**src/v2m_pkg.sv**
```systemverilog
// Shared types and constants of the voice-to-MIDI event generator.
package v2m_pkg;

    localparam int NOTE_W     = 8;
    localparam int LEVEL_W    = 16;
    localparam int PITCH_W    = 20;
    localparam int CH_W       = 4;
    localparam int DB_W       = 13;
    localparam int INT_W      = 4;
    localparam int DATA_W     = 7;
    localparam int STAT_W     = 8;
    localparam int BEND_W     = 14;
    localparam int CFG_DATA_W = 13;
    localparam int MSG_MAX    = 3;
    localparam int CNT_W      = 2;
    localparam int QDEPTH     = 2;
    localparam int QPTR_W     = 1;

    localparam logic [STAT_W-1:0] ST_NOTE_OFF = 8'h80;
    localparam logic [STAT_W-1:0] ST_NOTE_ON  = 8'h90;
    localparam logic [STAT_W-1:0] ST_BEND     = 8'hE0;

    localparam logic [BEND_W-1:0] BEND_CENTRE = 14'd8192;
    localparam logic [BEND_W-1:0] BEND_MAX    = 14'd16383;
    localparam logic [DATA_W-1:0] BEND_RST_HI = 7'd64;
    localparam logic [DATA_W-1:0] VEL_MAX     = 7'd127;

    localparam logic [CH_W-1:0]   CH_RST      = 4'd0;
    localparam logic [DB_W-1:0]   DB_RST      = 13'd24;
    localparam logic [INT_W-1:0]  INT_RST     = 4'd2;
    localparam logic [DATA_W-1:0] MINV_RST    = 7'd30;

    typedef enum logic [1:0] {
        CFG_CHANNEL,
        CFG_DEADBAND,
        CFG_INTERVAL,
        CFG_MIN_VEL
    } t_cfg_idx;

    typedef struct packed {
        logic [STAT_W-1:0] status_byte;
        logic [DATA_W-1:0] data_one;
        logic [DATA_W-1:0] data_two;
    } t_msg;

    typedef struct packed {
        logic [CNT_W-1:0]     cnt;
        t_msg [MSG_MAX-1:0]   msg;
    } t_entry;

endpackage

```
**src/v2m_frame_if.sv**
```systemverilog
// Handshake channel carrying one pitch-tracker frame word.
interface v2m_frame_if import v2m_pkg::*; ();
    logic                      valid;
    logic                      ready;
    logic                      link_up;
    logic                      voiced;
    logic                      gate;
    logic signed [NOTE_W-1:0]  note;
    logic signed [LEVEL_W-1:0] level_db;
    logic signed [PITCH_W-1:0] pitch;

    modport source (
        output valid, link_up, voiced, gate, note, level_db, pitch,
        input  ready
    );
    modport sink (
        input  valid, link_up, voiced, gate, note, level_db, pitch,
        output ready
    );
endinterface

```
**src/v2m_msg_if.sv**
```systemverilog
// Handshake channel carrying one 3-byte MIDI message word.
interface v2m_msg_if import v2m_pkg::*; ();
    logic              valid;
    logic              ready;
    logic [STAT_W-1:0] status_byte;
    logic [DATA_W-1:0] data_one;
    logic [DATA_W-1:0] data_two;
    logic              last;

    modport source (
        output valid, status_byte, data_one, data_two, last,
        input  ready
    );
    modport sink (
        input  valid, status_byte, data_one, data_two, last,
        output ready
    );
endinterface

```
**src/v2m_queue.sv**
```systemverilog
// Two-entry queue of per-frame message groups between front and back.
module v2m_queue import v2m_pkg::*; (
    input  logic   i_clk,
    input  logic   i_rst_n,
    input  logic   i_push,
    input  t_entry i_entry,
    output logic   o_full,
    output logic   o_valid,
    output t_entry o_entry,
    input  logic   i_pop
);

    t_entry            r_mem [QDEPTH];
    logic [QPTR_W-1:0] r_wr;
    logic [QPTR_W-1:0] r_rd;
    logic [QPTR_W:0]   r_cnt;

    assign o_full  = (r_cnt == (QPTR_W+1)'(QDEPTH));
    assign o_valid = (r_cnt != '0);
    assign o_entry = r_mem[r_rd];

    always_ff @(posedge i_clk) begin
        if (!i_rst_n) begin
            r_wr  <= '0;
            r_rd  <= '0;
            r_cnt <= '0;
        end else begin
            if (i_push) begin
                r_wr <= r_wr + 1'b1;
            end
            if (i_pop) begin
                r_rd <= r_rd + 1'b1;
            end
            if (i_push && !i_pop) begin
                r_cnt <= r_cnt + 1'b1;
            end else if (!i_push && i_pop) begin
                r_cnt <= r_cnt - 1'b1;
            end
        end
    end

    always_ff @(posedge i_clk) begin
        if (i_push) begin
            r_mem[r_wr] <= i_entry;
        end
    end

endmodule

```
**src/v2m_front.sv**
```systemverilog
// Front end: config registers, frame classification, note and bend state.
module v2m_front import v2m_pkg::*; (
    input  logic                  i_clk,
    input  logic                  i_rst_n,
    input  logic                  i_cfg_we,
    input  t_cfg_idx              i_cfg_idx,
    input  logic [CFG_DATA_W-1:0] i_cfg_data,
    v2m_frame_if.sink             i_frame,
    input  logic                  i_full,
    output logic                  o_push,
    output t_entry                o_entry
);

    logic [CH_W-1:0]          r_channel;
    logic [DB_W-1:0]          r_deadband;
    logic [INT_W-1:0]         r_interval;
    logic [DATA_W-1:0]        r_min_vel;

    logic signed [NOTE_W-1:0] r_snd;
    logic [BEND_W-1:0]        r_sent;
    logic [INT_W-1:0]         r_cnt;

    logic signed [NOTE_W-1:0] n_snd;
    logic [BEND_W-1:0]        n_sent;
    logic [INT_W-1:0]         n_cnt;

    logic                     accept;
    logic                     voiced_note;
    logic signed [19:0]       vel_num;
    logic [8:0]               vel_raw;
    logic [DATA_W-1:0]        vel;
    logic [INT_W-1:0]         cnt_inc;
    logic                     eval;
    logic signed [21:0]       bend_full;
    logic [BEND_W-1:0]        bend;
    logic signed [BEND_W:0]   diff;
    logic [BEND_W-1:0]        diff_abs;
    logic                     send_bend;
    logic [CNT_W-1:0]         k;
    t_entry                   entry;

    function automatic t_msg make_msg(
        input logic [STAT_W-1:0] st,
        input logic [CH_W-1:0]   ch,
        input logic [DATA_W-1:0] d1,
        input logic [DATA_W-1:0] d2
    );
        t_msg m;
        m.status_byte = st | {{(STAT_W-CH_W){1'b0}}, ch};
        m.data_one    = d1;
        m.data_two    = d2;
        return m;
    endfunction

    always_ff @(posedge i_clk) begin
        if (!i_rst_n) begin
            r_channel  <= CH_RST;
            r_deadband <= DB_RST;
            r_interval <= INT_RST;
            r_min_vel  <= MINV_RST;
        end else if (i_cfg_we) begin
            unique case (i_cfg_idx)
                CFG_CHANNEL:  r_channel  <= i_cfg_data[CH_W-1:0];
                CFG_DEADBAND: r_deadband <= i_cfg_data[DB_W-1:0];
                CFG_INTERVAL: r_interval <= i_cfg_data[INT_W-1:0];
                CFG_MIN_VEL:  r_min_vel  <= i_cfg_data[DATA_W-1:0];
                default: begin
                end
            endcase
        end
    end

    assign i_frame.ready = !i_full;
    assign accept        = i_frame.valid && !i_full;
    assign voiced_note   = i_frame.voiced && !i_frame.note[NOTE_W-1];

    // velocity = floor((152*512 + 5*level) / 512), clamped
    assign vel_num = 20'sd77824 + 20'(i_frame.level_db) * 20'sd5;
    assign vel_raw = vel_num[19] ? 9'd0 : vel_num[17:9];

    always_comb begin
        if (vel_raw < {2'b00, r_min_vel}) begin
            vel = r_min_vel;
        end else if (vel_raw > {2'b00, VEL_MAX}) begin
            vel = VEL_MAX;
        end else begin
            vel = vel_raw[DATA_W-1:0];
        end
    end

    assign cnt_inc = r_cnt + 1'b1;
    assign eval    = (cnt_inc >= r_interval);

    assign bend_full = 22'(i_frame.pitch) + 22'($signed({1'b0, BEND_CENTRE}))
                     - (22'(i_frame.note) <<< 12);

    always_comb begin
        if (bend_full[21]) begin
            bend = '0;
        end else if (bend_full[20:BEND_W] != '0) begin
            bend = BEND_MAX;
        end else begin
            bend = bend_full[BEND_W-1:0];
        end
    end

    assign diff      = $signed({1'b0, bend}) - $signed({1'b0, r_sent});
    assign diff_abs  = diff[BEND_W] ? BEND_W'(-diff) : diff[BEND_W-1:0];
    assign send_bend = eval && (diff_abs > {1'b0, r_deadband});

    always_comb begin
        k      = '0;
        entry  = '0;
        n_snd  = r_snd;
        n_sent = r_sent;
        n_cnt  = r_cnt;
        if (!i_frame.link_up) begin
            n_snd = '1;
        end else if (voiced_note) begin
            if (i_frame.note != r_snd) begin
                if (!r_snd[NOTE_W-1]) begin
                    entry.msg[k] = make_msg(ST_NOTE_OFF, r_channel, r_snd[DATA_W-1:0], '0);
                    k = k + 1'b1;
                end
                entry.msg[k] = make_msg(ST_NOTE_ON, r_channel,
                                        i_frame.note[DATA_W-1:0], vel);
                k = k + 1'b1;
                n_snd = i_frame.note;
            end
            n_cnt = eval ? '0 : cnt_inc;
            if (send_bend) begin
                entry.msg[k] = make_msg(ST_BEND, r_channel, bend[DATA_W-1:0],
                                        bend[BEND_W-1:DATA_W]);
                k = k + 1'b1;
                n_sent = bend;
            end
        end else if (!i_frame.gate) begin
            if (!r_snd[NOTE_W-1]) begin
                entry.msg[k] = make_msg(ST_NOTE_OFF, r_channel, r_snd[DATA_W-1:0], '0);
                k = k + 1'b1;
                n_snd = '1;
            end
            if (r_sent != BEND_CENTRE) begin
                entry.msg[k] = make_msg(ST_BEND, r_channel, '0, BEND_RST_HI);
                k = k + 1'b1;
                n_sent = BEND_CENTRE;
            end
        end
        entry.cnt = k;
    end

    assign o_push  = accept && (k != '0);
    assign o_entry = entry;

    always_ff @(posedge i_clk) begin
        if (!i_rst_n) begin
            r_snd  <= '1;
            r_sent <= BEND_CENTRE;
            r_cnt  <= '0;
        end else if (accept) begin
            r_snd  <= n_snd;
            r_sent <= n_sent;
            r_cnt  <= n_cnt;
        end
    end

endmodule

```
**src/v2m_back.sv**
```systemverilog
// Back end: serializes one queued message group onto the output channel.
module v2m_back import v2m_pkg::*; (
    input  logic       i_clk,
    input  logic       i_rst_n,
    input  logic       i_valid,
    input  t_entry     i_entry,
    output logic       o_pop,
    v2m_msg_if.source  o_msg
);

    logic             r_busy;
    t_entry           r_ent;
    logic [CNT_W-1:0] r_idx;

    logic             is_last;
    logic             fire;

    assign is_last = (r_idx == (r_ent.cnt - 1'b1));
    assign fire    = r_busy && o_msg.ready;
    assign o_pop   = i_valid && (!r_busy || (fire && is_last));

    assign o_msg.valid       = r_busy;
    assign o_msg.status_byte = r_ent.msg[r_idx].status_byte;
    assign o_msg.data_one    = r_ent.msg[r_idx].data_one;
    assign o_msg.data_two    = r_ent.msg[r_idx].data_two;
    assign o_msg.last        = is_last;

    always_ff @(posedge i_clk) begin
        if (!i_rst_n) begin
            r_busy <= 1'b0;
            r_idx  <= '0;
        end else if (o_pop) begin
            r_busy <= 1'b1;
            r_idx  <= '0;
        end else if (fire && is_last) begin
            r_busy <= 1'b0;
        end else if (fire) begin
            r_idx <= r_idx + 1'b1;
        end
    end

    always_ff @(posedge i_clk) begin
        if (o_pop) begin
            r_ent <= i_entry;
        end
    end

endmodule

```
**src/voice_to_midi_event_generator.sv**
```systemverilog
// Voice-to-MIDI event generator top level: front end, message queue, back end.
// A frame's first message word is offered after the queue and then the back end register it.
// Throughput: one frame word per cycle into the front while the queue is not full;
// one message word per cycle out while the output is ready (two-entry queue).
// Reset (synchronous, active low) restores register defaults, clears note/bend state
// and empties the queue.
module voice_to_midi_event_generator import v2m_pkg::*; (
    input  logic                  i_clk,
    input  logic                  i_rst_n,
    input  logic                  i_cfg_we,
    input  t_cfg_idx              i_cfg_idx,
    input  logic [CFG_DATA_W-1:0] i_cfg_data,
    v2m_frame_if.sink             i_frame,
    v2m_msg_if.source             o_msg
);

    logic   push;
    logic   full;
    logic   q_valid;
    logic   pop;
    t_entry push_entry;
    t_entry q_entry;

    v2m_front u_front (
        .i_clk      (i_clk),
        .i_rst_n    (i_rst_n),
        .i_cfg_we   (i_cfg_we),
        .i_cfg_idx  (i_cfg_idx),
        .i_cfg_data (i_cfg_data),
        .i_frame    (i_frame),
        .i_full     (full),
        .o_push     (push),
        .o_entry    (push_entry)
    );

    v2m_queue u_queue (
        .i_clk   (i_clk),
        .i_rst_n (i_rst_n),
        .i_push  (push),
        .i_entry (push_entry),
        .o_full  (full),
        .o_valid (q_valid),
        .o_entry (q_entry),
        .i_pop   (pop)
    );

    v2m_back u_back (
        .i_clk   (i_clk),
        .i_rst_n (i_rst_n),
        .i_valid (q_valid),
        .i_entry (q_entry),
        .o_pop   (pop),
        .o_msg   (o_msg)
    );

endmodule

```
**src/flat_wrapper.sv**
```systemverilog
// flat-port wrapper written by rule: the top's interface ports become plain ports
module voice_to_midi_event_generator_flat import v2m_pkg::*;
  (i_clk, i_rst_n, i_cfg_we, i_cfg_idx, i_cfg_data, i_frame_valid, i_frame_link_up, i_frame_voiced, i_frame_gate, i_frame_note, i_frame_level_db, i_frame_pitch, i_frame_ready, o_msg_valid, o_msg_status_byte, o_msg_data_one, o_msg_data_two, o_msg_last, o_msg_ready);
  v2m_frame_if i_frame_i ();
  v2m_msg_if o_msg_i ();
  input  logic i_clk;
  input  logic i_rst_n;
  input  logic i_cfg_we;
  input  t_cfg_idx i_cfg_idx;
  input  logic [CFG_DATA_W-1:0] i_cfg_data;
  input wire logic [$bits(i_frame_i.valid)-1:0] i_frame_valid;
  input wire logic [$bits(i_frame_i.link_up)-1:0] i_frame_link_up;
  input wire logic [$bits(i_frame_i.voiced)-1:0] i_frame_voiced;
  input wire logic [$bits(i_frame_i.gate)-1:0] i_frame_gate;
  input wire logic [$bits(i_frame_i.note)-1:0] i_frame_note;
  input wire logic [$bits(i_frame_i.level_db)-1:0] i_frame_level_db;
  input wire logic [$bits(i_frame_i.pitch)-1:0] i_frame_pitch;
  output wire logic [$bits(i_frame_i.ready)-1:0] i_frame_ready;
  output wire logic [$bits(o_msg_i.valid)-1:0] o_msg_valid;
  output wire logic [$bits(o_msg_i.status_byte)-1:0] o_msg_status_byte;
  output wire logic [$bits(o_msg_i.data_one)-1:0] o_msg_data_one;
  output wire logic [$bits(o_msg_i.data_two)-1:0] o_msg_data_two;
  output wire logic [$bits(o_msg_i.last)-1:0] o_msg_last;
  input wire logic [$bits(o_msg_i.ready)-1:0] o_msg_ready;
  assign i_frame_i.valid = i_frame_valid;
  assign i_frame_i.link_up = i_frame_link_up;
  assign i_frame_i.voiced = i_frame_voiced;
  assign i_frame_i.gate = i_frame_gate;
  assign i_frame_i.note = i_frame_note;
  assign i_frame_i.level_db = i_frame_level_db;
  assign i_frame_i.pitch = i_frame_pitch;
  assign i_frame_ready = i_frame_i.ready;
  assign o_msg_valid = o_msg_i.valid;
  assign o_msg_status_byte = o_msg_i.status_byte;
  assign o_msg_data_one = o_msg_i.data_one;
  assign o_msg_data_two = o_msg_i.data_two;
  assign o_msg_last = o_msg_i.last;
  assign o_msg_i.ready = o_msg_ready;
  voice_to_midi_event_generator u_core (.i_clk(i_clk), .i_rst_n(i_rst_n), .i_cfg_we(i_cfg_we), .i_cfg_idx(i_cfg_idx), .i_cfg_data(i_cfg_data), .i_frame(i_frame_i), .o_msg(o_msg_i));
endmodule
```
**config.mk**
```make
export PLATFORM = sky130hd
export DESIGN_NAME = voice_to_midi_event_generator_flat
export DESIGN_NICKNAME = d
export VERILOG_FILES = /design/src/v2m_pkg.sv /design/src/v2m_frame_if.sv /design/src/v2m_msg_if.sv /design/src/v2m_queue.sv /design/src/v2m_front.sv /design/src/v2m_back.sv /design/src/voice_to_midi_event_generator.sv /design/src/flat_wrapper.sv
export SDC_FILE = /design/constraint.sdc
export NUM_CORES = 1
export LEC_CHECK = 0
export BUFFER_PORTS_ARGS = -buffer_cell sky130_fd_sc_hd__buf_2
export CAP_MARGIN = 40
export CORE_ASPECT_RATIO = 0.6
export CORE_UTILIZATION = 35
export DETAILED_ROUTE_END_ITERATION = 10
export MAX_ROUTING_LAYER = met4
export PLACE_DENSITY_LB_ADDON = 0.15
export REMOVE_ABC_BUFFERS = 1
export SYNTH_ARGS = -nofsm -noshare
export SYNTH_HDL_FRONTEND = slang
export SYNTH_SLANG_ARGS = --single-unit
```
**constraint.sdc**
```tcl
create_clock -name i_clk -period 29.1 [get_ports i_clk]
set_clock_uncertainty 0.2 [all_clocks]
set_input_delay 2.91 -clock i_clk [delete_from_list [all_inputs] [get_ports i_clk]]
set_output_delay 2.91 -clock i_clk [all_outputs]
set_load 0.05 [all_outputs]
```
==> impl_results.md, run 1 <==
* First drt pass iteration count at 7
* Final Hold Fails at 0
* Syn. warnings at 0
* Clock Sinks at 250
* Vias at 10400
* Post-synth EDFFs at 189
* Post-synth cell types at 73
* Synth async-reset ratio at 0%
* GRT Overall Usage at 18.6%
* DR vias/cell at 5.27
* Storage cell area at 0.00690 mm^2
* CTS tree: built
* Antenna violations before repair at 1
* First-pass GRT wire length at 57.7 mm
* Worst-margin pin slew at 0.859 ns
* Layout cells sized above 1 at 16.2%
* CTS buffer count at 25
* Synth top area share at 39.9%
* Number of global-route vias before repair at 9500
* Slew HR at 42.1%
* Initial drt markers at 899
* Pwr/cell area at 72.7 mW/mm^2
* Starting density of the core at 36.0%
* CTS max path bufs at 3
* Finished Layout Cells at 1967
* Post-synth top area cell: edfxtp_1
* Drt wl/cell at 19.2 um
* Final setup fails at 0
* Placement Rows at 56
* Hold WC Path Type: flop to flop
* Most common cell after layout, fill and taps aside: edfxtp_1
* Post-CTS resize count at 0
* Core box area at 0.0396 mm^2
* Buffer count from post-CTS setup fixing at 0
* Mapped Cells at 1334
* Die W at 262 um
* Top_reg_cell synth: edfxtp_1
* GRT overflow at 0
* Power Total at 1.18 mW
* Syn_area_per_cell at 10.7 um^2
* Fin nets at 1604
* Die area at 0.0415 mm^2
* # fillers at 3826
* # DRC at 0
* Crit path max-delay cell type: nor2_1
* Placed inst area at 0.0154 mm^2
* Final period util at 42.5%
* Multi-input logic area at 0.00676 mm^2
* Most frequent CP cell: ha_1
* Largest net degree at the start of global routing at 60
* Final setup TNS at 0 ns
* Crit end category: flop
* Crit path DAT at 12.43 ns
* Dpl cells at 1920
* Unrepaired setup endpoints after global routing: false
* Seq/Total Area, Yosys at 48.5%
* GP Congestion at 0.867
* Max incr delay on CP at 0.78 ns
* Max Clk Rate at 80.9 MHz
* Die Y at 158 um
* Finished Core Util at 40.9%
* Number of max-cap violations at 0
* Crit Path Max Fanout at 22
* Static Leak at 6.26 nW
* Root Buffer: clkbuf_16
* Synth-to-layout area growth at 13.8%
* Crit path kind: primary input to flop
* Max-slew violations at 0
* Clk Latency, worst-skew pair at 0.55 ns
* Most frequent cells in the layout: edfxtp_1, nand2_1, ha_1, inv_1, buf_2
* Drt total wl at 37.8 mm
* Status: finished clean
* ANT nets after route at 0
* Crit start category: primary input
* # port buffers at 91
* Post-route cell area at 0.0162 mm^2
* FF+latch count, synth at 250
* CTS clock-pin slew for the worst setup and hold paths at 0.06 ns
* Final HPWL DP at 27.6 mm
* H-tree levels at 1
* Area contributors post-synth: edfxtp_1, ha_1, dfxtp_1
* Final min period at 12.36 ns
* Area of the mapped netlist at 0.0142 mm^2
* Maximum vdd drop at 0.0424 mV
* Required @ worst endpoint at 29.17 ns
* IO Count at 92
* # hold bufs at CTS at 0
routing by layer:
layer,routed length [um],global-route usage [%]
met1,20300,28.8
met2,15000,25.5
met3,2130,3.24
met4,376,2.13
met5,0,-
worst paths after layout:
path,startpoint,end,slack [ns],cells after the start
setup reg to reg,u_core.u_front.r_sent[0]$_SDFFE_PN0P_,u_core.u_queue.r_mem[0][26]$_DFFE_PP_,22.39,19
hold / removal,u_core.u_front.r_deadband[7]$_SDFFE_PN0P_,u_core.u_front.r_deadband[7]$_SDFFE_PN0P_,0.25,2
setup / recovery,i_frame_pitch[1],u_core.u_queue.r_mem[0][26]$_DFFE_PP_,16.74,29
hold reg to reg,u_core.u_front.r_deadband[7]$_SDFFE_PN0P_,u_core.u_front.r_deadband[7]$_SDFFE_PN0P_,0.25,2
critical path, delay by kind of cell:
kind                     cells  cell delay (ns)
multiplexers                 1             0.14
XOR/XNOR                     1             0.12
buffers and inverters        2             0.25
adder cells (fa/ha/maj)      3             1.07
AO/OA/AOI/OAI               10             3.34
AND/OR/NAND/NOR             12             4.59
cells in the mapped netlist, types with 5 or more instances:
cell type / n
nor4_1: 6
nand2b_1: 16
clkbuf_1: 38
a31oi_1: 7
a21boi_0: 6
a211oi_1: 16
xor2_1: 23
nor2_1: 93
and3_1: 6
nor2b_1: 10
o31ai_1: 13
o211ai_1: 14
nand3b_1: 5
nand3_1: 25
o21a_1: 9
ha_1: 108
edfxtp_1: 189
nor3_1: 12
o2bb2ai_1: 15
a21oi_1: 86
inv_1: 98
or3_1: 5
and2_1: 13
o21ai_0: 61
a21o_1: 21
xnor2_1: 33
mux2_2: 64
nor3b_1: 9
dfxtp_1: 61
nand2_1: 122
nand4_1: 15
o32ai_1: 5
a311oi_1: 5
mux2i_1: 32
o22ai_1: 25
stage by stage:
step	setup slack (ns)	hold WS [ns]
after floorplan	17.35	0.236
after global placement	16.60	0.246
after detailed placement	16.37	0.251
after CTS	16.93	0.259
after global routing	16.04	0.279
final	16.74	0.253
cell type report:
class	count	area share, %
flip-flops and latches	250	42.6
well taps	522	4.03
multi-input cells	937	41.7
clock inverters	14	1.06
repair buffers	113	4.29
inverters	98	2.27
clock buffers	31	4.00
diodes	2	0.0309
logic make-up (layout without fill, tap and decap cells):
logic type,after synthesis,in the layout,synth area share [%]
compound gates,319,319,14.8
flops,250,250,48.5
mux,96,96,7.31
simple gates,354,354,11.8
other cells,0,2,0
xor+xnor,56,56,3.45
fa+ha+maj,112,112,10.1
buf+inv,147,256,4.11
state kept, by name, indices dropped and copies added (netlist names):
| register | count |
|---|---|
| u_core.u_front.r_min_vel | 7 |
| u_core.u_queue.r_cnt | 2 |
| u_core.u_front.r_channel | 4 |
| u_core.u_queue.r_rd | 1 |
| u_core.u_front.r_interval | 4 |
| u_core.u_back.r_idx | 2 |
| u_core.u_back.r_ent | 63 |
| u_core.u_queue.r_wr | 1 |
| u_core.u_front.r_sent | 14 |
| u_core.u_back.o_msg.valid | 1 |
| u_core.u_front.r_snd | 8 |
| u_core.u_front.r_cnt | 4 |
| u_core.u_front.r_deadband | 13 |
| u_core.u_queue.r_mem | 126 |
where the power goes:
group / switching [mW] / internal (mW) / total (mW)
Sequential: 0.0122 / 0.436 / 0.448
Combinational: 0.262 / 0.140 / 0.401
Clock: 0.142 / 0.187 / 0.329
Note: power is estimated with default switching activity, not from simulation.
==> run 2, diff against run 1 <==
--- a/config.mk
+++ b/config.mk
@@ -5,6 +5,7 @@
 export SDC_FILE = /design/constraint.sdc
 export NUM_CORES = 1
 export LEC_CHECK = 0
+export ABC_AREA = 1
 export BUFFER_PORTS_ARGS = -buffer_cell sky130_fd_sc_hd__buf_2
 export CAP_MARGIN = 40
 export CORE_ASPECT_RATIO = 0.6
==> constraint.sdc (replaced) <==
create_clock -name i_clk -period 12.55 [get_ports i_clk]
set_clock_uncertainty 0.2 [all_clocks]
set_input_delay 1.255 -clock i_clk [delete_from_list [all_inputs] [get_ports i_clk]]
set_output_delay 1.255 -clock i_clk [all_outputs]
set_load 0.05 [all_outputs]
==> impl_results.md, run 2 <==
* Multi-input logic area at 0.00676 mm^2 (about the same)
* Placement Rows at 57 (was 56)
* Power Internal at 1.80 mW (was 763 uW)
* Storage cell area at 0.00690 mm^2 (unchanged)
* Static Leak at 7.42 nW (was 6.26 nW)
* Final min period at 8.50 ns
* Crit end category: flop (unchanged)
* Sequential share of power at 37.7% (was 38.0%)
* Diodes inserted at 0 (was 2)
* Core box area at 0.0409 mm^2 (was 0.0396 mm^2)
* Syn. warnings at 0 (unchanged)
* Sw Ratio at 39.5% (was 35.3%)
* Final HPWL DP at 30.3 mm (was 27.6 mm)
* H-tree levels at 1 (unchanged)
* # port buffers at 91 (unchanged)
* Final setup fails at 0 (unchanged)
* Max incr delay on CP at 0.65 ns (was 0.78 ns)
* Pwr/cell area at 179 mW/mm^2 (was 72.7 mW/mm^2)
* Met3 usage at 2.82% (was 3.24%)
* Max FFs per register at 126 (unchanged)
* CTS buffer count at 24 (was 25)
* Starting density of the core at 35.8% (was 36.0%)
* Synth-to-layout area growth at 13.4% (was 13.8%)
* Mapped Cells at 1728 (was 1334)
* GRT overflow at 0 (unchanged)
* First-pass GRT wire length at 64.2 mm (was 57.7 mm)
* Area of the mapped netlist at 0.0146 mm^2 (was 0.0142 mm^2)
* Layout cells sized above 1 at 11.1% (was 16.2%)
* Crit path DAT at 8.49 ns (was 12.43 ns)
* Synth cell count leaders: nand2_1, inv_1, edfxtp_1 (was edfxtp_1, nand2_1, ha_1)
* Crit path max-delay cell type: fa_1 (was nor2_1)
* Final setup TNS at 0 ns (unchanged)
* IO Count at 92 (unchanged)
* Largest net degree at the start of global routing at 66 (was 60)
* Met2 GRT Util at 26.9% (was 25.5%)
* Die W at 266 um (was 262 um)
* Most common cell after layout, fill and taps aside: nand2_1 (was edfxtp_1)
* CTS tree: built (unchanged)
* First drt pass iteration count at 5 (was 7)
* Unrepaired setup endpoints after global routing: false (unchanged)
* Slew HR at 37.9% (was 42.1%)
* Required @ worst endpoint at 12.55 ns (was 29.17 ns)
* Post-synth cell types at 51 (was 73)
* Hold WC Path Type: flop to flop (unchanged)
* Worst-margin pin slew at 0.929 ns (was 0.859 ns)
* Maximum vdd drop at 0.127 mV (was 0.0424 mV)
* # hold bufs at CTS at 0 (unchanged)
* Vias at 11900 (was 10400)
* Syn_area_per_cell at 8.48 um^2 (was 10.7 um^2)
* Clock power frac at 24.4% (was 27.9%)
* Max-slew violations at 0 (unchanged)
* Number of max-cap violations at 0 (unchanged)
* Die Y at 160 um (was 158 um)
* Post-CTS resize count at 0 (unchanged)
* GP Congestion at 0.907 (was 0.867)
* Sw Pwr at 1.18 mW (was 415 uW)
* Die area at 0.0427 mm^2 (was 0.0415 mm^2)
* Area contributors post-synth: edfxtp_1, nand2_1, ha_1 (was edfxtp_1, ha_1, dfxtp_1)
* Clk Latency, worst-skew pair at 0.53 ns (was 0.55 ns)
* Fin nets at 1996 (was 1604)
* DR vias/cell at 4.98 (was 5.27)
* Synth async-reset ratio at 0% (unchanged)
* Max Clk Rate at 118 MHz
* Root Buffer: clkbuf_16 (unchanged)
* CTS clock-pin slew for the worst setup and hold paths at 0.06 ns (about the same)
* Crit Path Max Fanout at 39 (was 22)
* GR peak layer: met1 (unchanged)
* Reg with most FFs: u_core.u_queue.r_mem (unchanged)
* Most frequent cells in the layout: nand2_1, inv_1, edfxtp_1, nor2_1, a21oi_1 (was edfxtp_1, nand2_1, ha_1, inv_1, buf_2)
* Status: finished clean (unchanged)
* Clock Sinks at 250 (unchanged)
* Antenna violations before repair at 0 (was 1)
* Number of global-route vias before repair at 11100 (was 9500)
* Seq/Total Area, Yosys at 47.1% (was 48.5%)
* Initial drt markers at 1018 (was 899)
* # DRC at 0 (unchanged)
* Post-synth EDFFs at 189 (unchanged)
* ANT nets after route at 0 (unchanged)
* Buffer count from post-CTS setup fixing at 0 (unchanged)
* Synth top area share at 38.7% (was 39.9%)
* Most common cell in the netlist: nand2_1 (was edfxtp_1)
* Final Hold Fails at 0 (unchanged)
* Drt wl/cell at 17.1 um (was 19.2 um)
* Met1 usage at 31.6% (was 28.8%)
* FF+latch count, synth at 250 (unchanged)
* Finished Core Util at 40.6% (was 40.9%)
* Largest regs: u_core.u_queue.r_mem x126, u_core.u_back.r_ent x63, u_core.u_front.r_sent x14 (unchanged)
* Top_reg_cell synth: edfxtp_1 (unchanged)
* Power Total at 2.98 mW (was 1.18 mW)
* Comb pwr share at 37.9% (was 34.1%)
* Post-synth top area cell: edfxtp_1 (unchanged)
* CTS max path bufs at 3 (unchanged)
* Final period util at 67.7%
* Crit path kind: primary input to flop (unchanged)
* # fillers at 4153 (was 3826)
* Drt total wl at 41.1 mm (was 37.8 mm)
* GRT Overall Usage at 19.9% (was 18.6%)
* Crit start category: primary input (unchanged)
run 2: worst max-delay path, delay by kind of cell:
family | cells | cell delay [ns]
AO/OA/AOI/OAI | 2 | 0.42
XOR/XNOR | 2 | 0.33
adder cells (fa/ha/maj) | 6 | 2.06
buffers and inverters | 8 | 1.22
AND/OR/NAND/NOR | 24 | 3.14
run 2: path summary, 6_finish.rpt:
kind	slack (ns)	startpoint	endpoint	cells past startpoint
worst max-delay path	4.05	i_frame_note[2]	u_core.u_queue.r_mem[0][34]$_DFFE_PP_	42
worst min-delay path	0.27	u_core.u_front.r_interval[3]$_SDFFE_PN0P_	u_core.u_front.r_interval[3]$_SDFFE_PN0P_	2
worst max register to register	6.91	u_core.u_front.r_sent[0]$_SDFFE_PN0P_	u_core.u_queue.r_mem[0][34]$_DFFE_PP_	26
worst min register to register	0.27	u_core.u_front.r_interval[3]$_SDFFE_PN0P_	u_core.u_front.r_interval[3]$_SDFFE_PN0P_	2
run 2: kinds of logic (layout without fill, tap and decap cells):
group	after synthesis	in the layout	share of synthesized area, %
compound gates	310	310	11.9
buf+inv	256	363	6.93
flops	250	250	47.1
fa+ha+maj	112	112	9.77
simple gates	758	758	21.8
xor+xnor	42	42	2.51
run 2: cell type report:
| class | count | area share, % |
|---|---|---|
| multi-input combinational | 1222 | 40.7 |
| clock buffer | 32 | 3.99 |
| sequential | 250 | 41.5 |
| timing repair buffer | 109 | 4.08 |
| inverter | 210 | 4.77 |
| clock inverter | 12 | 0.678 |
| tap | 560 | 4.22 |
run 2: power groups by stage:
stage | clock network, mW | registers [mW] | logic, mW
after CTS | 0.744 | 1.12 | 1.13
after global placement | 0 | 1.14 | 1.11
after global routing | 0.779 | 1.13 | 1.25
final | 0.728 | 1.12 | 1.13
after floorplan | 0 | 1.17 | 0.753
after detailed placement | 0 | 1.14 | 1.12
run 2: stage by stage:
| step | worst slack (ns) | hold slack, ns | std cells | cell area (um^2) |
|---|---|---|---|---|
| 3_5_place_dp | 3.64 | 0.257 | 2351 | 15800 |
| 4_1_cts | 4.15 | 0.269 | 2395 | 16600 |
| 6_report | 4.05 | 0.268 | 2395 | 16600 |
| 5_1_grt | 3.37 | 0.289 | 2395 | 16600 |
| 2_1_floorplan | 2.90 | 0.235 | 1682 | 14400 |
| 3_3_place_gp | 3.48 | 0.254 | 2345 | 15700 |
run 2: metal layers:
metal	vias to the layer above	routed length [um]
met3	26	2510
met2	315	15900
met5	-	0
met1	5605	22200
met4	0	409
li1	5985	-
